**config.mk**
```make
export PLATFORM = sky130hd
export DESIGN_NAME = decimal_float_text_parser
export DESIGN_NICKNAME = d
export VERILOG_FILES = /design/src/dfp_pkg.sv /design/src/dfp_step.sv /design/src/decimal_float_text_parser.sv
export SDC_FILE = /design/constraint.sdc
export NUM_CORES = 1
export LEC_CHECK = 0
export ABC_AREA = 1
export BUFFER_PORTS_ARGS = -buffer_cell sky130_fd_sc_hd__buf_2
export CORE_ASPECT_RATIO = 0.5
export CORE_MARGIN = 2
export CORE_UTILIZATION = 57
export DETAILED_ROUTE_END_ITERATION = 7
export GPL_ROUTABILITY_DRIVEN = 0
export PLACE_DENSITY = 0.78
export SLEW_MARGIN = 10
export SYNTH_ARGS = -nofsm -noshare
export SYNTH_HDL_FRONTEND = slang
export SYNTH_SLANG_ARGS = --single-unit
```
**constraint.sdc**
```tcl
create_clock -name clock -period 7.8 [get_ports clock]
set_clock_uncertainty 0.15 [all_clocks]
set_input_delay 0.78 -clock clock [delete_from_list [all_inputs] [get_ports clock]]
set_output_delay 0.78 -clock clock [all_outputs]
set_load 0.02 [all_outputs]
```
**src/dfp_pkg.sv**
```systemverilog
// ----------------------------------------------------------------------------
// dfp_pkg: decimal text parser shared types
// Parse phase encoding, parse state record, character codes and limits.
// ----------------------------------------------------------------------------
package dfp_pkg;

   localparam int unsigned MaxDigits = 19;
   localparam int unsigned KeptW     = 5;

   localparam logic [7:0] ChTab   = 8'd9;
   localparam logic [7:0] ChCr    = 8'd13;
   localparam logic [7:0] ChSpace = 8'd32;
   localparam logic [7:0] ChPlus  = 8'd43;
   localparam logic [7:0] ChMinus = 8'd45;
   localparam logic [7:0] ChPoint = 8'd46;
   localparam logic [7:0] ChZero  = 8'd48;
   localparam logic [7:0] ChNine  = 8'd57;
   localparam logic [7:0] ChUpE   = 8'd69;
   localparam logic [7:0] ChLowE  = 8'd101;

   localparam logic [18:0] ExpMax = 19'd32767;

   typedef enum logic [2:0] {
      PH_WS,
      PH_INT,
      PH_FRAC,
      PH_ESIGN,
      PH_EDIG,
      PH_DONE
   } phase_type;

   typedef struct packed {
      phase_type          phase;
      logic               neg;
      logic [63:0]        acc;
      logic [KeptW-1:0]   kept;
      logic signed [15:0] scale;
      logic               exp_neg;
      logic [14:0]        exp_acc;
      logic               dropped;
      logic               sat;
   } parse_state_type;

   localparam parse_state_type ParseReset = '{
      phase:   PH_WS,
      neg:     1'b0,
      acc:     64'd0,
      kept:    '0,
      scale:   16'sd0,
      exp_neg: 1'b0,
      exp_acc: 15'd0,
      dropped: 1'b0,
      sat:     1'b0
   };

endpackage

```
**src/dfp_step.sv**
```systemverilog
// ----------------------------------------------------------------------------
// dfp_step: one-character parse step
// Next parse state from the current state and one text character.
// ----------------------------------------------------------------------------
module dfp_step
   import dfp_pkg::*;
(
   input  parse_state_type cur,
   input  logic [7:0]      char_code,
   output parse_state_type nxt
);

   logic        dig;
   logic        blank;
   logic        exp_mark;
   logic [7:0]  diff;
   logic [3:0]  d;
   logic [63:0] acc_x10;
   logic [18:0] exp_x10;
   logic        int_go;
   logic        digit_go;
   logic        frac_go;
   logic        exp_go;
   logic        bump_up;
   logic        bump_dn;

   assign dig      = (char_code >= ChZero) && (char_code <= ChNine);
   assign blank    = (char_code == ChSpace) || ((char_code >= ChTab) && (char_code <= ChCr));
   assign exp_mark = (char_code == ChLowE) || (char_code == ChUpE);
   assign diff     = char_code - ChZero;
   assign d        = diff[3:0];
   assign acc_x10  = (cur.acc << 3) + (cur.acc << 1) + {60'd0, d};
   assign exp_x10  = ({4'd0, cur.exp_acc} << 3) + ({4'd0, cur.exp_acc} << 1) + {15'd0, d};

   always_comb begin
      nxt      = cur;
      int_go   = 1'b0;
      digit_go = 1'b0;
      frac_go  = 1'b0;
      exp_go   = 1'b0;
      bump_up  = 1'b0;
      bump_dn  = 1'b0;

      case (cur.phase)
         PH_WS: begin
            if (blank) begin
               nxt.phase = PH_WS;
            end else if (char_code == ChMinus) begin
               nxt.neg   = 1'b1;
               nxt.phase = PH_INT;
            end else if (char_code == ChPlus) begin
               nxt.phase = PH_INT;
            end else begin
               int_go = 1'b1;
            end
         end
         PH_INT: begin
            int_go = 1'b1;
         end
         PH_FRAC: begin
            if (dig) begin
               digit_go = 1'b1;
               frac_go  = 1'b1;
            end else if (exp_mark) begin
               nxt.phase = PH_ESIGN;
            end else begin
               nxt.phase = PH_DONE;
            end
         end
         PH_ESIGN: begin
            if (char_code == ChMinus) begin
               nxt.exp_neg = 1'b1;
               nxt.phase   = PH_EDIG;
            end else if (char_code == ChPlus) begin
               nxt.phase = PH_EDIG;
            end else if (dig) begin
               exp_go    = 1'b1;
               nxt.phase = PH_EDIG;
            end else begin
               nxt.phase = PH_DONE;
            end
         end
         PH_EDIG: begin
            if (dig) begin
               exp_go = 1'b1;
            end else begin
               nxt.phase = PH_DONE;
            end
         end
         default: begin
            nxt.phase = PH_DONE;
         end
      endcase

      if (int_go) begin
         if (dig) begin
            digit_go  = 1'b1;
            nxt.phase = PH_INT;
         end else if (char_code == ChPoint) begin
            nxt.phase = PH_FRAC;
         end else if (exp_mark) begin
            nxt.phase = PH_ESIGN;
         end else begin
            nxt.phase = PH_DONE;
         end
      end

      if (digit_go) begin
         if ((cur.acc == 64'd0) && (d == 4'd0)) begin
            bump_dn = frac_go;
         end else if (cur.kept < KeptW'(MaxDigits)) begin
            nxt.acc  = acc_x10;
            nxt.kept = cur.kept + 1'b1;
            bump_dn  = frac_go;
         end else begin
            if (d != 4'd0) begin
               nxt.dropped = 1'b1;
            end
            bump_up = !frac_go;
         end
      end

      // scale saturates at the 16-bit limits
      if (bump_up) begin
         if (cur.scale == 16'sh7FFF) begin
            nxt.sat = 1'b1;
         end else begin
            nxt.scale = cur.scale + 16'sd1;
         end
      end
      if (bump_dn) begin
         if (cur.scale == 16'sh8000) begin
            nxt.sat = 1'b1;
         end else begin
            nxt.scale = cur.scale - 16'sd1;
         end
      end

      if (exp_go) begin
         if (exp_x10 > ExpMax) begin
            nxt.exp_acc = 15'h7FFF;
            nxt.sat     = 1'b1;
         end else begin
            nxt.exp_acc = exp_x10[14:0];
         end
      end
   end

endmodule

```
**src/decimal_float_text_parser.sv**
```systemverilog
// ----------------------------------------------------------------------------
// decimal_float_text_parser: streaming decimal number text parser
// Parses sign, digits, point and exponent into significand and net exponent.
// ----------------------------------------------------------------------------
// Takes one text character per cycle, with tlast on the last character of a
// string. The parse state updates in the cycle a character is accepted (one
// multiply-by-ten and add on the 64-bit digit accumulator); the final state is
// captured in a first register, and the net exponent is formed and saturated
// into a second register, from which the result item is offered. Strings may
// follow each other with no gap; the input stalls only when both result
// registers are full and the output is not ready.
module decimal_float_text_parser
   import dfp_pkg::*;
(
   input  logic        clock,
   input  logic        reset,
   input  logic        req_tvalid,
   output logic        req_tready,
   input  logic [7:0]  req_tdata,   // [7:0] char_code
   input  logic        req_tlast,   // end_of_text
   output logic        rsp_tvalid,
   input  logic        rsp_tready,
   output logic [87:0] rsp_tdata    // [0] negative, [64:1] significand,
                                    // [80:65] dec_exponent, [81] inexact,
                                    // [82] exp_saturated, [87:83] zero
);

   parse_state_type state_ff;
   parse_state_type state_in;
   parse_state_type state_step;
   parse_state_type fin_ff;
   parse_state_type fin_in;
   logic            fin_valid_ff;
   logic            fin_valid_in;
   logic            rsp_valid_ff;
   logic            rsp_valid_in;
   logic [87:0]     rsp_data_ff;
   logic [87:0]     rsp_data_in;
   logic            in_acc;
   logic            out_free;
   logic            fin_free;
   logic signed [16:0] exp_s;
   logic signed [16:0] net_sum;
   logic               net_ovf;
   logic [15:0]        net_exp;

   dfp_step u_step (
      .cur       (state_ff),
      .char_code (req_tdata),
      .nxt       (state_step)
   );

   assign out_free   = !rsp_valid_ff || rsp_tready;
   assign fin_free   = !fin_valid_ff || out_free;
   assign req_tready = fin_free;
   assign in_acc     = req_tvalid && fin_free;
   assign rsp_tvalid = rsp_valid_ff;
   assign rsp_tdata  = rsp_data_ff;

   always_comb begin
      state_in = state_ff;
      if (in_acc) begin
         state_in = req_tlast ? ParseReset : state_step;
      end
   end

   always_comb begin
      fin_in       = fin_ff;
      fin_valid_in = fin_valid_ff;
      if (out_free) begin
         fin_valid_in = 1'b0;
      end
      if (in_acc && req_tlast) begin
         fin_in       = state_step;
         fin_valid_in = 1'b1;
      end
   end

   assign exp_s   = $signed({2'b00, fin_ff.exp_acc});
   assign net_sum = {fin_ff.scale[15], fin_ff.scale} + (fin_ff.exp_neg ? -exp_s : exp_s);
   assign net_ovf = net_sum[16] != net_sum[15];
   assign net_exp = net_ovf ? (net_sum[16] ? 16'h8000 : 16'h7FFF) : net_sum[15:0];

   always_comb begin
      rsp_valid_in = rsp_valid_ff;
      rsp_data_in  = rsp_data_ff;
      if (out_free) begin
         rsp_valid_in = fin_valid_ff;
         rsp_data_in  = {5'd0, fin_ff.sat || net_ovf, fin_ff.dropped, net_exp,
                         fin_ff.acc, fin_ff.neg};
      end
   end

   always_ff @(posedge clock) begin
      if (reset) begin
         state_ff     <= ParseReset;
         fin_valid_ff <= 1'b0;
         rsp_valid_ff <= 1'b0;
      end else begin
         state_ff     <= state_in;
         fin_valid_ff <= fin_valid_in;
         rsp_valid_ff <= rsp_valid_in;
      end
   end

   always_ff @(posedge clock) begin
      fin_ff      <= fin_in;
      rsp_data_ff <= rsp_data_in;
   end

`ifndef ASSERT_OFF
   a_last_captured: assert property (@(posedge clock) disable iff (reset)
      in_acc && req_tlast |=> fin_valid_ff)
      else $error("last item not captured for result");

   a_state_cleared: assert property (@(posedge clock) disable iff (reset)
      in_acc && req_tlast |=> (state_ff.phase == PH_WS) && (state_ff.acc == 64'd0))
      else $error("parse state not cleared after last item");

   a_kept_bound: assert property (@(posedge clock) disable iff (reset)
      state_ff.kept <= KeptW'(MaxDigits))
      else $error("kept digit count beyond capacity");

   a_fin_hold: assert property (@(posedge clock) disable iff (reset)
      fin_valid_ff && !out_free |=> fin_valid_ff && $stable(fin_ff))
      else $error("pending result lost while output stalled");
`endif

endmodule

```
==> qor.log <==
qor: synthesis.synth_flop_cell sky130_fd_sc_hd__edfxtp_1
qor: die.floorplan.rows 48
qor: clock_tree.insertion_delay_of_the_later_clocked_pin_in_the_worst_skew_pair 0.58 ns
qor: timing.timing.final.crit_share 0.473
qor: timing.report.final.hold_viol_count 0
qor: critical_path.start_kind flop
qor: die.die_h 137 um
qor: clock_tree.htreeDepth 1
qor: placement.numPlacedInstances 3,224
qor: routing.average_wire_per_standard_cell 15.5 um
qor: synthesis.post_synth_num_cell_types 50
qor: synthesis.ys_ff_latch 291
qor: final_layout.layout.nets 2,967
qor: routing.drcViolationCount 0
qor: critical_path.crit_path_top_delay_cell sky130_fd_sc_hd__nand3_1
qor: final_layout.final_area 22,000 um^2
qor: routing.detailroute.via_count 18.0k
qor: clock_tree.cts_buffer_depth 3
qor: job.max-cap-violations 0
qor: timing.final-max-slew-violation-count 0
qor: die.start_util 0.583
qor: worst_hold_path.hold_path_end rsp_tdata[14]$_DFFE_PP_
qor: power.largest_voltage_drop_on_the_vdd_net 0.146 mV
qor: die.floorplan.die_area 37,200 um^2
qor: clock_tree.ctsResizeCount 0
qor: global_routing.via_count_of_the_first_global_routing_pass 16.4k
qor: critical_path.timing.reg2reg.worst_path_depth 11
qor: critical_path.r2r-end fin_ff[20]$_DFFE_PP_
qor: critical_path.worst_setup_path_end_kind flop
qor: die.die_width 271 um
qor: synthesis.synthesis.instances 2,715
qor: placement.placement_cell_area 21,100 um^2
qor: routing.drt-total-wl 50,800 um
qor: timing.worst_slack 4.11 ns
qor: worst_hold_path.min-delay-start fin_ff[52]$_DFFE_PP_
qor: synthesis.synth_top_cells_by_area sky130_fd_sc_hd__edfxtp_1, sky130_fd_sc_hd__nand2_1, sky130_fd_sc_hd__dfxtp_1
qor: final_layout.number_of_inserted_filler_cells_in_the_final_layout 3,024
qor: critical_path.critical_path_buf_inv_count 1
qor: timing.setup-violations-final 0
qor: synthesis.synth.cells.most_frequent sky130_fd_sc_hd__nand2_1, sky130_fd_sc_hd__inv_1, sky130_fd_sc_hd__nor2_1
qor: routing.ant_nets 0
qor: timing.fin_crit 3.69 ns
qor: synthesis.synth.cell_area 20,300 um^2
qor: critical_path.worst-path-stages 11
qor: critical_path.setup.reg_to_reg.worst_slack 4.11 ns
qor: clock_tree.root_buffer_master sky130_fd_sc_hd__clkbuf_16
qor: critical_path.path_delay_family simple AND/OR/NAND/NOR gates
qor: critical_path.critical_path_peak_fanout 26
qor: clock_tree.holdBufCountCts 0
qor: critical_path.cp_data_arrival_time 3.86 ns
qor: clock_tree.cts_tree done
qor: die.placeableCoreArea 34,800 um^2
qor: routing.detailed_router_iteration_count_before_antenna_repair 6
qor: critical_path.cp_cell_sequence nor2_1, nand4_1, nor2_1, nand3_1, nand2_1, nand3_1, inv_1, nand2_1, nand2_1, nand3_1, and2_1
qor: final_layout.area_grow_syn2layout 8.65%
qor: power.powerDensity 154 nW/um^2
qor: critical_path.cp.required 7.97 ns
qor: final_layout.post_layout_nonfiller_instances 3,273
qor: clock_tree.clkSlewWorstSetupHoldPaths 0.07 ns
qor: synthesis.synthesis.area_per_instance 7.47 um^2
qor: worst_hold_path.hold-path-cell-count 0
qor: final_layout.drive_above_1_share 0.0804
qor: global_routing.grt_first_pass_wirelength 81,600 um
qor: global_routing.grt_overflow_total 0
qor: status.outcome completed
qor: global_routing.globalRouteTotalUtil 0.271
qor: synthesis.synth_enable_flop_cells 182
qor: global_routing.grt_antenna_before_repair 2
qor: timing.post_route_setup_tns 0 ns
qor: clock_tree.cts_setup_buffers 0
qor: routing.drt-vias-per-instance 5.49
qor: timing.clock.fmax 271 MHz
qor: power.power.static_leakage 10.2 nW
qor: timing.worst_max_slew_pin_slew 1.08 ns
qor: final_layout.final_core_util 0.633
qor: synthesis.synth_async_sr_flop_share 0
qor: synthesis.yosysWarningCount 0
qor: timing.timing.slew.headroom 0.282
qor: critical_path.worstReg2RegStart state_ff[82]$_SDFFE_PP0P_
qor: placement.preCtsSetupSlack 3.64 ns
qor: timing.unrepaired_setup_endpoints_after_global_routing false
qor: placement.quantity_of_i_o_buffers_inserted_on_ports 97
qor: worst_hold_path.hold_class reg -> reg
qor: synthesis.synth.most_common_cell sky130_fd_sc_hd__nand2_1
qor: synthesis.synth-seq-area-share 0.377
qor: critical_path.worstSetupStartpoint state_ff[82]$_SDFFE_PP0P_
qor: global_routing.pin_count_of_the_biggest_net_entering_global_routing 93
qor: die.pin_count 103
qor: synthesis.synth_area_leader_cell sky130_fd_sc_hd__edfxtp_1
qor: critical_path.max_stage_delay 0.64 ns
qor: critical_path.path_class reg -> reg
qor: routing.initial_drc_count 1,704
qor: clock_tree.cts.sinks 291
qor: synthesis.synthDominantCellAreaShare 0.270
qor: placement.detailedPlacementHpwl 38,800 um
qor: clock_tree.cts_inserted_buffers 26
## worst max path at each step
stage | endpoint | slack [ns]
2_1_floorplan | state_ff[17]$_SDFFE_PP0P_ | 1.21
3_3_place_gp | exp_s[6]$_DFFE_PP_ | 3.68
3_5_place_dp | exp_s[5]$_DFFE_PP_ | 3.64
4_1_cts | rsp_tdata[82]$_DFFE_PP_ | 4.13
5_1_grt | fin_ff[20]$_DFFE_PP_ | 3.69
6_report | fin_ff[20]$_DFFE_PP_ | 4.11
## flip-flops by register name (all words and copies together) (netlist names)
name,count
state_ff,107
fin_ff,84
rsp_tdata,83
exp_s,15
fin_valid_ff,1
rsp_tvalid,1
## metrics by stage
step | hold WS (ns) | power, W
detailed placement | 0.255 | 0.00203
finish | 0.271 | 0.00339
CTS | 0.271 | 0.00342
global route | 0.276 | 0.00350
floorplan | 0.250 | 0.00195
global placement | 0.252 | 0.00203
## area by class of cell
| cell class | instances | area (um^2) | share of cell area |
|---|---|---|---|
| diodes | 1 | 2.50 | 0.000114 |
| clock buffers | 29 | 693 | 0.0315 |
| clock inverters | 19 | 231 | 0.0105 |
| inverters | 313 | 1180 | 0.0535 |
| multi-input cells | 2040 | 11100 | 0.505 |
| flip-flops and latches | 291 | 7650 | 0.347 |
| well taps | 475 | 594 | 0.0270 |
| repair buffers | 105 | 548 | 0.0249 |
## kinds of logic after synthesis
logic type / share of synthesized area
and+or+nand+nor: 0.274
AOI/OAI and AO/OA: 0.121
buffers and inverters: 0.0762
DFF: 0.377
adders and majority gates: 0.111
xor gates and xnor gates: 0.0401
other: 0.000185
## placed cells by master, fill, tap and decap left out, types with 21 or more instances in the layout
| cell | Yosys | routed |
|---|---|---|
| sky130_fd_sc_hd__a21oi_1 | 233 | 233 |
| sky130_fd_sc_hd__buf_2 | 13 | 96 |
| sky130_fd_sc_hd__clkbuf_16 | 0 | 27 |
| sky130_fd_sc_hd__dfxtp_1 | 109 | 109 |
| sky130_fd_sc_hd__edfxtp_1 | 182 | 182 |
| sky130_fd_sc_hd__ha_1 | 172 | 172 |
| sky130_fd_sc_hd__inv_1 | 296 | 296 |
| sky130_fd_sc_hd__nand2_1 | 743 | 741 |
| sky130_fd_sc_hd__nand3_1 | 169 | 169 |
| sky130_fd_sc_hd__nand4_1 | 28 | 28 |
| sky130_fd_sc_hd__nor2_1 | 263 | 261 |
| sky130_fd_sc_hd__nor3_1 | 31 | 31 |
| sky130_fd_sc_hd__o21ai_0 | 106 | 106 |
| sky130_fd_sc_hd__or2_1 | 21 | 21 |
| sky130_fd_sc_hd__xnor2_1 | 42 | 42 |
| sky130_fd_sc_hd__xor2_1 | 49 | 49 |
## per-layer routing
| layer | wire length (um) | track usage | vias up | share of wire |
|---|---|---|---|---|
| met5 | 0 | 0 | - | 0 |
| met4 | 1570 | 0.0829 | 0 | 0.031 |
| met3 | 4110 | 0.0542 | 98 | 0.081 |
| met2 | 22100 | 0.441 | 585 | 0.44 |
| met1 | 23000 | 0.368 | 8214 | 0.45 |
| li1 | - | - | 9073 | - |
## worst register-to-register path, delay by kind of cell, from the launching register on
family                 cells  cell delay [ns]
flip-flops                 1             0.41
buffers and inverters      1             0.64
AND/OR/NAND/NOR           10             2.24
## where the power goes
part,switching [W],internal [W],total [W]
combinational,0.000201,0.0000840,0.000285
clock,0.000607,0.000784,0.00139
sequential,0.0000203,0.00170,0.00172
total,0.000828,0.00256,0.00339
No activity file was read; power rests on OpenSTA's default activity.
